[config.mk]
export PLATFORM = sky130hd
export DESIGN_NAME = act_back_flat
export DESIGN_NICKNAME = d
export VERILOG_FILES = /design/src/act_pkg.sv /design/src/act_if.sv /design/src/act_ram.sv /design/src/act_back.sv /design/src/flat_wrapper.sv
export VERILOG_INCLUDE_DIRS = /design/src /design/src/src
export SDC_FILE = /design/constraint.sdc
export NUM_CORES = 1
export LEC_CHECK = 0
export ABC_CLOCK_PERIOD_IN_PS = 2800
export BUFFER_PORTS_ARGS = -buffer_cell sky130_fd_sc_hd__buf_2
export CORE_AREA = 2 2 155 157
export CTS_BUF_LIST = sky130_fd_sc_hd__clkbuf_4
export CTS_CLUSTER_DIAMETER = 40
export DETAILED_ROUTE_END_ITERATION = 8
export DIE_AREA = 0 0 157 159
export PLACE_DENSITY = 0.32
export SLEW_MARGIN = 20
export SYNTH_ARGS = -nofsm -noshare
export SYNTH_HDL_FRONTEND = slang
export SYNTH_SLANG_ARGS = --single-unit
[constraint.sdc]
create_clock -name clk_i -period 2.8 [get_ports clk_i]
set_input_delay 0.56 -clock clk_i [delete_from_list [all_inputs] [get_ports clk_i]]
set_output_delay 0.56 -clock clk_i [all_outputs]
set_load 0.01 [all_outputs]
[src/aes_cmac_tag_engine_unit_macros.svh]
// Assertion macros shared by the CMAC engine modules.
// Depends on nothing; included by files that carry assertions.
`ifndef AES_CMAC_TAG_ENGINE_UNIT_MACROS_SVH
`define AES_CMAC_TAG_ENGINE_UNIT_MACROS_SVH
`ifndef NO_ASSERTIONS
`define ACT_ASSERT(label, prop) \
  label: assert property (@(posedge clk_i) disable iff (!rst_ni) prop) else $error("ACT check failed");
`define ACT_ASSERT_NEXT(label, a, b) \
  label: assert property (@(posedge clk_i) disable iff (!rst_ni) (a) |=> (b)) else $error("ACT check failed");
`else
`define ACT_ASSERT(label, prop)
`define ACT_ASSERT_NEXT(label, a, b)
`endif
`endif

[src/act_pkg.sv]
// Types, constants and AES helper functions for the CMAC tag engine.
// Depends on nothing; imported by the front, back and top modules.
package act_pkg;

  localparam logic [7:0] CmacRb  = 8'h87;
  localparam logic [7:0] PadByte = 8'h80;
  localparam int unsigned BlockBytes = 16;

  typedef enum logic [1:0] {
    CfgKey0 = 2'd0,
    CfgKey1 = 2'd1,
    CfgKey2 = 2'd2,
    CfgKey3 = 2'd3
  } cfg_idx_e;

  typedef struct packed {
    logic [63:0] data_high;
    logic [63:0] data_low;
    logic [4:0]  valid_bytes;
    logic        last_block;
  } in_item_t;

  typedef struct packed {
    logic [63:0] tag_high;
    logic [63:0] tag_low;
    logic        status;
  } out_item_t;

  typedef enum logic [1:0] {
    OpChain = 2'd0,
    OpFinal = 2'd1,
    OpError = 2'd2
  } op_e;

  // Classified work for the back end: prepared block and operation.
  typedef struct packed {
    op_e          op;
    logic [127:0] blk;
    logic         full;
  } job_t;

  localparam logic [7:0] SBOX [256] = '{
    8'h63,8'h7c,8'h77,8'h7b,8'hf2,8'h6b,8'h6f,8'hc5,8'h30,8'h01,8'h67,8'h2b,8'hfe,8'hd7,8'hab,8'h76,
    8'hca,8'h82,8'hc9,8'h7d,8'hfa,8'h59,8'h47,8'hf0,8'had,8'hd4,8'ha2,8'haf,8'h9c,8'ha4,8'h72,8'hc0,
    8'hb7,8'hfd,8'h93,8'h26,8'h36,8'h3f,8'hf7,8'hcc,8'h34,8'ha5,8'he5,8'hf1,8'h71,8'hd8,8'h31,8'h15,
    8'h04,8'hc7,8'h23,8'hc3,8'h18,8'h96,8'h05,8'h9a,8'h07,8'h12,8'h80,8'he2,8'heb,8'h27,8'hb2,8'h75,
    8'h09,8'h83,8'h2c,8'h1a,8'h1b,8'h6e,8'h5a,8'ha0,8'h52,8'h3b,8'hd6,8'hb3,8'h29,8'he3,8'h2f,8'h84,
    8'h53,8'hd1,8'h00,8'hed,8'h20,8'hfc,8'hb1,8'h5b,8'h6a,8'hcb,8'hbe,8'h39,8'h4a,8'h4c,8'h58,8'hcf,
    8'hd0,8'hef,8'haa,8'hfb,8'h43,8'h4d,8'h33,8'h85,8'h45,8'hf9,8'h02,8'h7f,8'h50,8'h3c,8'h9f,8'ha8,
    8'h51,8'ha3,8'h40,8'h8f,8'h92,8'h9d,8'h38,8'hf5,8'hbc,8'hb6,8'hda,8'h21,8'h10,8'hff,8'hf3,8'hd2,
    8'hcd,8'h0c,8'h13,8'hec,8'h5f,8'h97,8'h44,8'h17,8'hc4,8'ha7,8'h7e,8'h3d,8'h64,8'h5d,8'h19,8'h73,
    8'h60,8'h81,8'h4f,8'hdc,8'h22,8'h2a,8'h90,8'h88,8'h46,8'hee,8'hb8,8'h14,8'hde,8'h5e,8'h0b,8'hdb,
    8'he0,8'h32,8'h3a,8'h0a,8'h49,8'h06,8'h24,8'h5c,8'hc2,8'hd3,8'hac,8'h62,8'h91,8'h95,8'he4,8'h79,
    8'he7,8'hc8,8'h37,8'h6d,8'h8d,8'hd5,8'h4e,8'ha9,8'h6c,8'h56,8'hf4,8'hea,8'h65,8'h7a,8'hae,8'h08,
    8'hba,8'h78,8'h25,8'h2e,8'h1c,8'ha6,8'hb4,8'hc6,8'he8,8'hdd,8'h74,8'h1f,8'h4b,8'hbd,8'h8b,8'h8a,
    8'h70,8'h3e,8'hb5,8'h66,8'h48,8'h03,8'hf6,8'h0e,8'h61,8'h35,8'h57,8'hb9,8'h86,8'hc1,8'h1d,8'h9e,
    8'he1,8'hf8,8'h98,8'h11,8'h69,8'hd9,8'h8e,8'h94,8'h9b,8'h1e,8'h87,8'he9,8'hce,8'h55,8'h28,8'hdf,
    8'h8c,8'ha1,8'h89,8'h0d,8'hbf,8'he6,8'h42,8'h68,8'h41,8'h99,8'h2d,8'h0f,8'hb0,8'h54,8'hbb,8'h16
  };

  function automatic logic [7:0] xtime(input logic [7:0] x);
    return {x[6:0], 1'b0} ^ (x[7] ? 8'h1b : 8'h00);
  endfunction

  function automatic logic [31:0] sub_word(input logic [31:0] t);
    return {SBOX[t[31:24]], SBOX[t[23:16]], SBOX[t[15:8]], SBOX[t[7:0]]};
  endfunction

  // One AES round without the key addition; byte 0 sits in bits 127:120.
  function automatic logic [127:0] aes_round(input logic [127:0] s, input logic final_rnd);
    logic [7:0] b [16];
    logic [7:0] t [16];
    logic [7:0] a0, a1, a2, a3, al;
    logic [127:0] r;
    for (int i = 0; i < 16; i++) b[i] = SBOX[s[127-8*i -: 8]];
    for (int c = 0; c < 4; c++) begin
      for (int i = 0; i < 4; i++) t[c*4+i] = b[((c+i)%4)*4+i];
    end
    for (int c = 0; c < 4; c++) begin
      a0 = t[4*c]; a1 = t[4*c+1]; a2 = t[4*c+2]; a3 = t[4*c+3];
      al = a0 ^ a1 ^ a2 ^ a3;
      if (final_rnd) begin
        r[127-32*c -: 32] = {a0, a1, a2, a3};
      end else begin
        r[127-32*c -: 32] = {a0 ^ al ^ xtime(a0 ^ a1), a1 ^ al ^ xtime(a1 ^ a2),
                             a2 ^ al ^ xtime(a2 ^ a3), a3 ^ al ^ xtime(a3 ^ a0)};
      end
    end
    return r;
  endfunction

  function automatic logic [127:0] dbl(input logic [127:0] v);
    return {v[126:0], 1'b0} ^ {120'd0, (v[127] ? CmacRb : 8'h00)};
  endfunction

endpackage

[src/act_if.sv]
// Valid/ready stream interface carrying one payload type.
// Depends on nothing; the payload type is a parameter.
interface act_if #(
  parameter type T = logic
);
  logic valid;
  logic ready;
  T     data;
  modport source (output valid, output data, input ready);
  modport sink (input valid, input data, output ready);
endinterface

[src/act_ram.sv]
// Generic RAM: one write port, registered read.
// Depends on nothing.
module act_ram #(
  parameter int unsigned Width = 64,
  parameter int unsigned Depth = 32
) (
  input  logic                     clk_i,
  input  logic                     we_i,
  input  logic [$clog2(Depth)-1:0] waddr_i,
  input  logic [Width-1:0]         wdata_i,
  input  logic [$clog2(Depth)-1:0] raddr_i,
  output logic [Width-1:0]         rdata_o
);
  logic [Width-1:0] mem_q [Depth];
  always_ff @(posedge clk_i) begin
    if (we_i) mem_q[waddr_i] <= wdata_i;
    rdata_o <= mem_q[raddr_i];
  end
endmodule

[src/act_back.sv]
// Back end: key expansion, subkey derivation and iterative AES rounds.
// Depends on act_pkg, act_if, act_ram and the assertion macro header.
`include "aes_cmac_tag_engine_unit_macros.svh"
module act_back import act_pkg::*; #(
  parameter int unsigned KeyBytes = 32
) (
  input  logic         clk_i,
  input  logic         rst_ni,
  input  logic         key_wr_i,
  input  logic [255:0] key_i,
  input  logic         job_valid_i,
  input  job_t         job_i,
  output logic         job_ready_o,
  act_if.source        out_s
);
  localparam int unsigned Nk = (KeyBytes >= 32) ? 8 : ((KeyBytes >= 24) ? 6 : 4);
  localparam int unsigned Nr = Nk + 6;
  localparam int unsigned Total = 4 * (Nr + 1);
  localparam int unsigned RkDepth = 32;
  localparam int unsigned Aw = $clog2(RkDepth);
  localparam int unsigned WiW = $clog2(Total + 1);

  typedef enum logic [2:0] {
    StIdle, StExpand, StLoad, StRound, StDone
  } state_e;

  state_e       state_q;
  logic         ready_q;
  logic [31:0]  win_q [8];
  logic [WiW-1:0] wi_q;
  logic [3:0]   wm_q;
  logic [7:0]   rcon_q;
  logic [127:0] chain_q, k1_q, k2_q, st_q;
  logic [3:0]   rnd_q;
  logic         deriving_q;
  job_t         job_q;
  logic         ov_q;
  out_item_t    out_q;
  logic [63:0]  rk_hi_q;
  logic         half_q;

  logic         we;
  logic [Aw-1:0] waddr, raddr;
  logic [63:0]  wdata, rdata;
  logic [31:0]  tmp, neww;

  act_ram #(.Width(64), .Depth(RkDepth)) u_rk (
    .clk_i, .we_i(we), .waddr_i(waddr), .wdata_i(wdata), .raddr_i(raddr), .rdata_o(rdata)
  );

  // Word schedule: a sliding window of Nk words, one new word per cycle.
  always_comb begin
    tmp = win_q[Nk-1];
    if (wm_q == 4'd0) tmp = sub_word({tmp[23:0], tmp[31:24]}) ^ {rcon_q, 24'd0};
    else if (Nk > 6 && wm_q == 4'd4) tmp = sub_word(tmp);
    neww = win_q[0] ^ tmp;
  end

  // RAM port use: expand writes pairs of words; rounds read two rows per round.
  always_comb begin
    we    = 1'b0;
    waddr = Aw'((wi_q >> 1) - WiW'(1));
    wdata = {win_q[Nk-2], win_q[Nk-1]};
    raddr = '0;
    if (state_q == StExpand && wi_q[0] == 1'b0 && wi_q >= WiW'(2)) we = 1'b1;
    if (state_q == StLoad) raddr = half_q ? Aw'(1) : Aw'(0);
    if (state_q == StRound) raddr = Aw'({rnd_q, half_q});
  end

  assign job_ready_o  = (state_q == StIdle) && !ov_q && ready_q;
  assign out_s.valid  = ov_q;
  assign out_s.data   = out_q;

  always_ff @(posedge clk_i or negedge rst_ni) begin
    if (!rst_ni) begin
      state_q    <= StIdle;
      ready_q    <= 1'b0;
      ov_q       <= 1'b0;
      chain_q    <= '0;
      deriving_q <= 1'b0;
      wi_q       <= '0;
      wm_q       <= '0;
      rnd_q      <= '0;
      half_q     <= 1'b0;
      rcon_q     <= 8'h01;
    end else begin
      if (out_s.valid && out_s.ready) ov_q <= 1'b0;
      if (key_wr_i) begin
        ready_q <= 1'b0;
        chain_q <= '0;
      end
      unique case (state_q)
        StIdle: begin
          if (job_valid_i && !ov_q && !ready_q && !key_wr_i) begin
            for (int i = 0; i < 8; i++) win_q[i] <= key_i[255-32*i -: 32];
            wi_q   <= '0;
            wm_q   <= '0;
            rcon_q <= 8'h01;
            state_q <= StExpand;
          end else if (job_valid_i && job_ready_o) begin
            job_q <= job_i;
            if (job_i.op == OpError) begin
              chain_q <= '0;
              out_q   <= '{tag_high: '0, tag_low: '0, status: 1'b1};
              ov_q    <= 1'b1;
            end else begin
              deriving_q <= 1'b0;
              if (job_i.op == OpFinal)
                st_q <= job_i.blk ^ chain_q ^ (job_i.full ? k1_q : k2_q);
              else
                st_q <= job_i.blk ^ chain_q;
              half_q  <= 1'b0;
              state_q <= StLoad;
            end
          end
        end
        StExpand: begin
          wm_q <= (wm_q == 4'(Nk - 1)) ? 4'd0 : wm_q + 1'b1;
          // Initial key words are written first as they shift through the window.
          if (wi_q < WiW'(Nk)) begin
            for (int i = 0; i < 7; i++) win_q[i] <= win_q[i+1];
            win_q[Nk-1] <= win_q[0];
            wi_q <= wi_q + 1'b1;
          end else begin
            for (int i = 0; i < 7; i++) if (i < Nk - 1) win_q[i] <= win_q[i+1];
            win_q[Nk-1] <= neww;
            if (wm_q == 4'd0) rcon_q <= xtime(rcon_q);
            if (wi_q == WiW'(Total)) begin
              deriving_q <= 1'b1;
              st_q       <= '0;
              half_q     <= 1'b0;
              state_q    <= StLoad;
            end
            wi_q <= wi_q + 1'b1;
          end
        end
        StLoad: begin
          half_q <= !half_q;
          if (half_q) begin
            rk_hi_q <= rdata;
            rnd_q   <= 4'd1;
            state_q <= StRound;
          end
        end
        StRound: begin
          half_q <= !half_q;
          if (half_q) begin
            rk_hi_q <= rdata;
            rnd_q   <= rnd_q + 1'b1;
          end else begin
            if (rnd_q == 4'd1) st_q <= st_q ^ {rk_hi_q, rdata};
            else st_q <= aes_round(st_q, rnd_q == 4'(Nr + 1)) ^ {rk_hi_q, rdata};
            if (rnd_q == 4'(Nr + 1)) state_q <= StDone;
          end
        end
        StDone: begin
          if (deriving_q) begin
            k1_q    <= dbl(st_q);
            k2_q    <= dbl(dbl(st_q));
            ready_q <= 1'b1;
            state_q <= StIdle;
          end else if (job_q.op == OpFinal) begin
            if (!ov_q) begin
              out_q   <= '{tag_high: st_q[127:64], tag_low: st_q[63:0], status: 1'b0};
              ov_q    <= 1'b1;
              chain_q <= '0;
              state_q <= StIdle;
            end
          end else begin
            chain_q <= st_q;
            state_q <= StIdle;
          end
        end
        default: state_q <= StIdle;
      endcase
    end
  end

  `ACT_ASSERT(a_no_out_overwrite, ov_q && !out_s.ready |=> ov_q && $stable(out_q))
  `ACT_ASSERT_NEXT(a_key_clears, key_wr_i, !ready_q)
  `ACT_ASSERT(a_take_only_ready, job_valid_i && job_ready_o |-> ready_q && !ov_q)
endmodule

[src/flat_wrapper.sv]
// flat-port wrapper written by rule: the top's interface ports become plain ports
module act_back_flat import act_pkg::*;
#(
  parameter int unsigned KeyBytes = 32
)
  (clk_i, rst_ni, key_wr_i, key_i, job_valid_i, job_i, job_ready_o, out_s_valid, out_s_data, out_s_ready);
  act_if out_s_i ();
  input  logic clk_i;
  input  logic rst_ni;
  input  logic key_wr_i;
  input  logic [255:0] key_i;
  input  logic job_valid_i;
  input  job_t job_i;
  output logic job_ready_o;
  output wire logic [$bits(out_s_i.valid)-1:0] out_s_valid;
  output wire logic [$bits(out_s_i.data)-1:0] out_s_data;
  input wire logic [$bits(out_s_i.ready)-1:0] out_s_ready;
  assign out_s_valid = out_s_i.valid;
  assign out_s_data = out_s_i.data;
  assign out_s_i.ready = out_s_ready;
  act_back #(.KeyBytes(KeyBytes)) u_core (.clk_i(clk_i), .rst_ni(rst_ni), .key_wr_i(key_wr_i), .key_i(key_i), .job_valid_i(job_valid_i), .job_i(job_i), .job_ready_o(job_ready_o), .out_s(out_s_i));
endmodule
# After elaboration in Yosys (flattened, before gate mapping)
# Index checks and enable logic that the tools add are counted.
# totals
register_bits	20
in_bits	392
out_inout_bits	3
# op_classes
n_addsub	2
n_lt_le_gt_ge	1
eq_ne	25
mux	44
bitwise_logic	1
n_reduce_logical	24
# op_table
cell	n
$mux W3	11
$mux W1	23
$ne A2 B2 Y1 const B	11
$reduce_and A8 Y1	2
$pmux W3 S5	1
$pmux W6 S2	1
$reduce_and A6 Y1	2
$mux W4	2
$pmux W4 S2	1
$logic_and A1 B1 Y1	7
$add A6 B1 Y6 const B	1
$eq A3 B2 Y1 const B	2
$eq A6 B6 Y1 const B	1
$lt A6 B4 Y1 const B	1
$mux W6	1
$ne A2 B1 Y1 const B	3
$ne A3 B3 Y1 const B	2
$pmux W1 S2	3
$reduce_bool A2 Y1	3
$add A4 B1 Y4 const B	1
$eq A4 B4 Y1 const B	1
$logic_not A1 Y1	4
$ne A4 B3 Y1 const B	1
$reduce_and A4 Y1	1
11 further kinds	11

# Longest topological paths before layout
# depth
depth_word	7
ltp_mapped	6

# Worst setup path after synthesis
# Ideal clock, no wire load.
# synth_timing
kind	register to register
startpoint	register u_core.state_q[1]
endpoint	register u_core.out_q (netlist bit u_core.out_s.data), enable pin
setup_ps	293
t_arrival_ps	1375
required_ps	2507
setup_slack_ps	1132
stages_incl_launch_ff	6
n_path_buf	1
synth_period_minus_slack_ps	1668
cell_sequence	dfrtp_1 -> buf_6 -> or3b_2 -> nor2b_2 -> a21oi_1 -> and3b_1
# synth_between
elab_chain_len	6
word_cells_on_any_way	13
cone_classes	eq/ne (7); reduce/logical (6)
# synth_lines
element	line	rtl
start, declared	act_back.sv:27	state_e state_q;
start signal, assigned	act_back.sv:76	state_q <= StIdle;
start signal, assigned	act_back.sv:99	state_q <= StExpand;
start signal, assigned	act_back.sv:113	state_q <= StLoad;
$logic_not A3 Y1	act_back.sv:70, act_back.sv:92	
$logic_and A1 B1 Y1 (2 in series)	act_back.sv:70	assign job_ready_o = (state_q == StIdle) && !ov_q && ready_q;
$logic_and A1 B1 Y1	act_back.sv:100	end else if (job_valid_i && job_ready_o) begin
$ne A2 B2 Y1 (no line)	-	
$reduce_and A8 Y1 (no line) *	-	
end signal, assigned	act_back.sv:104	out_q <= '{tag_high: '0, tag_low: '0, status: 1'b1};
end signal, assigned	act_back.sv:164	out_q <= '{tag_high: st_q[127:64], tag_low: st_q[63:0], status: 1'b0};
end, declared	act_back.sv:38	out_item_t out_q;
# Mark *: on every way between the ends. The rest lies on a longest branch, timed or not.
# A chain may end at the register's enable or synchronous reset.

# Final worst setup path
# layout_timing
startpoint	register u_core.state_q[0]
endpoint	output port job_ready_o
# layout_between
elab_chain_len	3
# layout_lines
element	line	rtl
$logic_not A3 Y1	act_back.sv:70	
$logic_and A1 B1 Y1 (2 in series)	act_back.sv:70	
end, declared	flat_wrapper.sv:14	output logic job_ready_o;
# Every way passes these cells.

==> metrics.md <==
| Metric | Value |
|---|---|
| Outcome | finished, final reports clean |
| Clock Tree Buf Depth | 2 |
| Initial antenna violation count | 0 |
| Pre-antenna DRT Iters | 4 |
| Post-CTS Repair Setup Buffers | 0 |
| Drc violations | 0 |
| Post-Syn Area per Cell | 9.64 um^2 |
| Mapped Cells | 116 |
| Antenna fix cells | 0 |
| Estimated wirelength of the detail-placed design | 2260 um |
| Final critical-path share of the clock period | 91.7% |
| CP arrival | 2010 ps |
| CTS tree | done |
| Final Hold Viols | 0 |
| Register area share after synthesis | 46.1% |
| Async set-or-reset flop fraction in the synthesized netlist | 85.0% |
| CTS H-tree lvls | 1 |
| Vias per cell | 1.93 |
| CP max-delay cell | dfrtp_1 |
| I/O Pins | 395 |
| Syn_nets | 511 |
| Number of synthesized flops with an enable pin | 3 |
| Setup CP Type | register to output port |
| CP endpoint kind | output port |
| CTS Buf Count | 3 |
| Slew Viols, Final | 0 |
| Cell variety after synth | 37 |
| Syn Std Cell Area | 1120 um^2 |
| Type of origin of the critical path | register |
| Setup TNS | 0 ps |
| Reg power frac | 50.1% |
| Combinational fraction of design power | 37.1% |
| Critical Path RT | 2240 ps |
| Placement row count | 56 |
| Most used routing layer in global routing | met2 |
| Total power density per cell area | 712 nW/um^2 |
| Max Freq | 389 MHz |
| Cell breakdown of the critical path | inv_2 -> nand2_1 -> nor4_1 -> buf_4 -> buf_2 |
| Switching Fraction | 42.5% |
| GR Util met3 | 0.490% |
| Detailed Route Iter0 Violations | 46 |
| PortBufs | 9 |
| Reg2reg end | u_core.out_s.data |
| Headroom to the max-slew limit | 51.6% |
| Worst VDD drop | 0.182 mV |
| Setup Slack @ Placement | 560 ps |
| Final setup violation count | 0 |
| Power share of the clock group | 12.8% |
| Clk sinks | 20 |
| Vias post-DR | 864 |
| Total gr overflow | 0 |
| Int Pwr | 0.646 mW |
| Root buf cell | clkbuf_4 |
| RD Place Congestion | 0.708 |
| Pleak | 0.512 nW |
| Slew @ Worst Pin | 716 ps |
| Post-CTS resize count | 0 |
| RSZ-0062 raised after global routing | false |
| Die W | 157 um |
| Antenna-violating nets left | 0 |
| Worst Setup Slack, final | 232 ps |
| Synthesized flop and latch total | 20 |
| Hold/Removal Path Class | input pin to asynchronous set/reset pin |
| Fin Clk Skew | 10.8 ps |
| Vias in the first global route | 900 |
| WL final | 2900 um |
| Fillers | 2723 |
| Flop-to-flop setup slack | 860 ps |
| FF-to-FF Start | u_core.state_q[2] |
| Initial Utilization | 4.82% |
| Max incr delay on CP | 550 ps |
| Die height | 159 um |
| GR Layer Usage met2 | 3.67% |
| Die area | 25000 um^2 |
| Global-route wire length before repair | 4970 um |
| Yosys warnings | 0 |
| Worst R2R Path Depth | 4 |
| Global-route met1 utilization | 3.60% |
| Net count reported at finish | 524 |
| Fin crit period | 2570 ps |
| Post-DR wirelength/cell | 6.48 um |
| Top_reg_cell synth | dfrtp_1 |
| GRT Resource Usage Total | 2.53% |
| Clk_lat worst skew | 300 ps |
| CORE AREA | 23200 um^2 |
| Multi-input gate area in the final layout | 541 um^2 |
| Layout Area Growth over Synthesis | 41.2% |
| Clock-pin slew on the worst setup and hold paths | 120 ps |
| FF+latch area | 515 um^2 |
| Post-CTS Hold Fix Bufs | 0 |
| CP max FO | 12 |
| Largest net degree at the start of global routing | 19 |
| Layout cells sized above 1 | 17.2% |
| MaxCap Viol Count | 0 |
| Net Switching | 0.478 mW |
## state kept, by name, indices dropped and copies added, names as in the netlist
signal	cells
u_core.job_q	2
u_core.half_q	1
u_core.ready_q	1
u_core.deriving_q	1
u_core.rnd_q	4
u_core.state_q	3
u_core.out_s.data	1
u_core.wi_q	6
u_core.out_s.valid	1
## layout by cell type, fill, tap and decap left out, drive strengths merged, types with 2 or more instances in the layout
cell,instances
o21ai,12
dfrtp,17
inv,8
buf,12
nor2,4
edfxtp,3
nand3,5
nor3,3
nand4,4
a21oi,7
mux2i,5
o2111ai,2
nor2b,3
nand2,16
clkbuf,3
nor3b,2
nand2b,2
ha,3
## worst max path at each step
stage          slack (ps)  depth (start not counted)           endpoint               from
2_1_floorplan        1130                          5  u_core.out_s.data  u_core.state_q[1]
4_1_cts               180                          5        job_ready_o  u_core.state_q[0]
3_5_place_dp          560                          5        job_ready_o  u_core.state_q[0]
3_3_place_gp          520                          5        job_ready_o  u_core.state_q[0]
5_1_grt                70                          5        job_ready_o  u_core.state_q[0]
6_report              230                          5        job_ready_o  u_core.state_q[0]
## layer usage
metal  vias to the layer above  part of all wire, %
li1                        449                    -
met1                       405                   51
met2                         8                   45
met3                         2                  2.3
met4                         0                  1.3
met5                         -                    0
## power groups by stage
stage	combinational [mW]	clock (mW)	sequential [mW]
detailed placement	0.425	0	0.569
floorplan	0.399	0	0.488
global route	0.486	0.166	0.589
CTS	0.425	0.160	0.564
global placement	0.425	0	0.568
finish	0.418	0.144	0.563
## final cells by class
class | count | share of cell area, %
clock buffers | 3 | 1.43
clock inverters | 1 | 0.238
inverters | 8 | 1.90
multi-input cells | 84 | 34.2
flip-flops and latches | 20 | 32.6
well taps | 319 | 25.3
repair buffers | 12 | 4.28
## synthesized netlist by cell type (2+ instances only)
library cell / n / share of area (%)
nand4_1: 4 / 2.2
a21oi_1: 7 / 3.1
nand2b_1: 2 / 1.1
nor2b_1: 2 / 1.1
nand3_1: 5 / 2.2
nor2_1: 4 / 1.3
inv_1: 7 / 2.3
nor3_1: 3 / 1.3
edfxtp_1: 3 / 8.1
o2111ai_1: 2 / 1.6
ha_1: 3 / 3.4
dfrtp_1: 17 / 38
nand2_1: 16 / 5.4
buf_2: 2 / 0.89
o21ai_0: 12 / 5.4
buf_6: 2 / 2.0
mux2i_1: 5 / 4.5
## critical path, delay by kind of cell (launching register included)
kind / cells / cell delay (ps)
buffers and inverters: 3 / 530
DFF: 1 / 550
and+or+nand+nor: 2 / 620
## cells by family (layout without fill, tap and decap cells)
logic type / count (synthesis) / after routing / share of synthesized area [%]
buffers and inverters: 12 / 24 / 5.59
adders and majority gates: 3 / 3 / 3.36
muxes: 6 / 6 / 5.48
DFF: 20 / 20 / 46.1
AOI/OAI and AO/OA: 26 / 26 / 14.0
and+or+nand+nor: 49 / 49 / 25.5
## per-stage QoR
step	cell area [um^2]	power (mW)	instances	hold slack [ps]	util (%)
2_1_floorplan	1120	0.887	116	264	-
3_3_place_gp	1550	0.993	443	468	6.70
3_5_place_dp	1550	0.994	443	487	6.70
4_1_cts	1580	1.15	447	229	6.81
5_1_grt	1580	1.24	447	232	6.81
6_report	1580	1.12	447	230	6.81
Note: power is estimated with default switching activity, not from simulation.
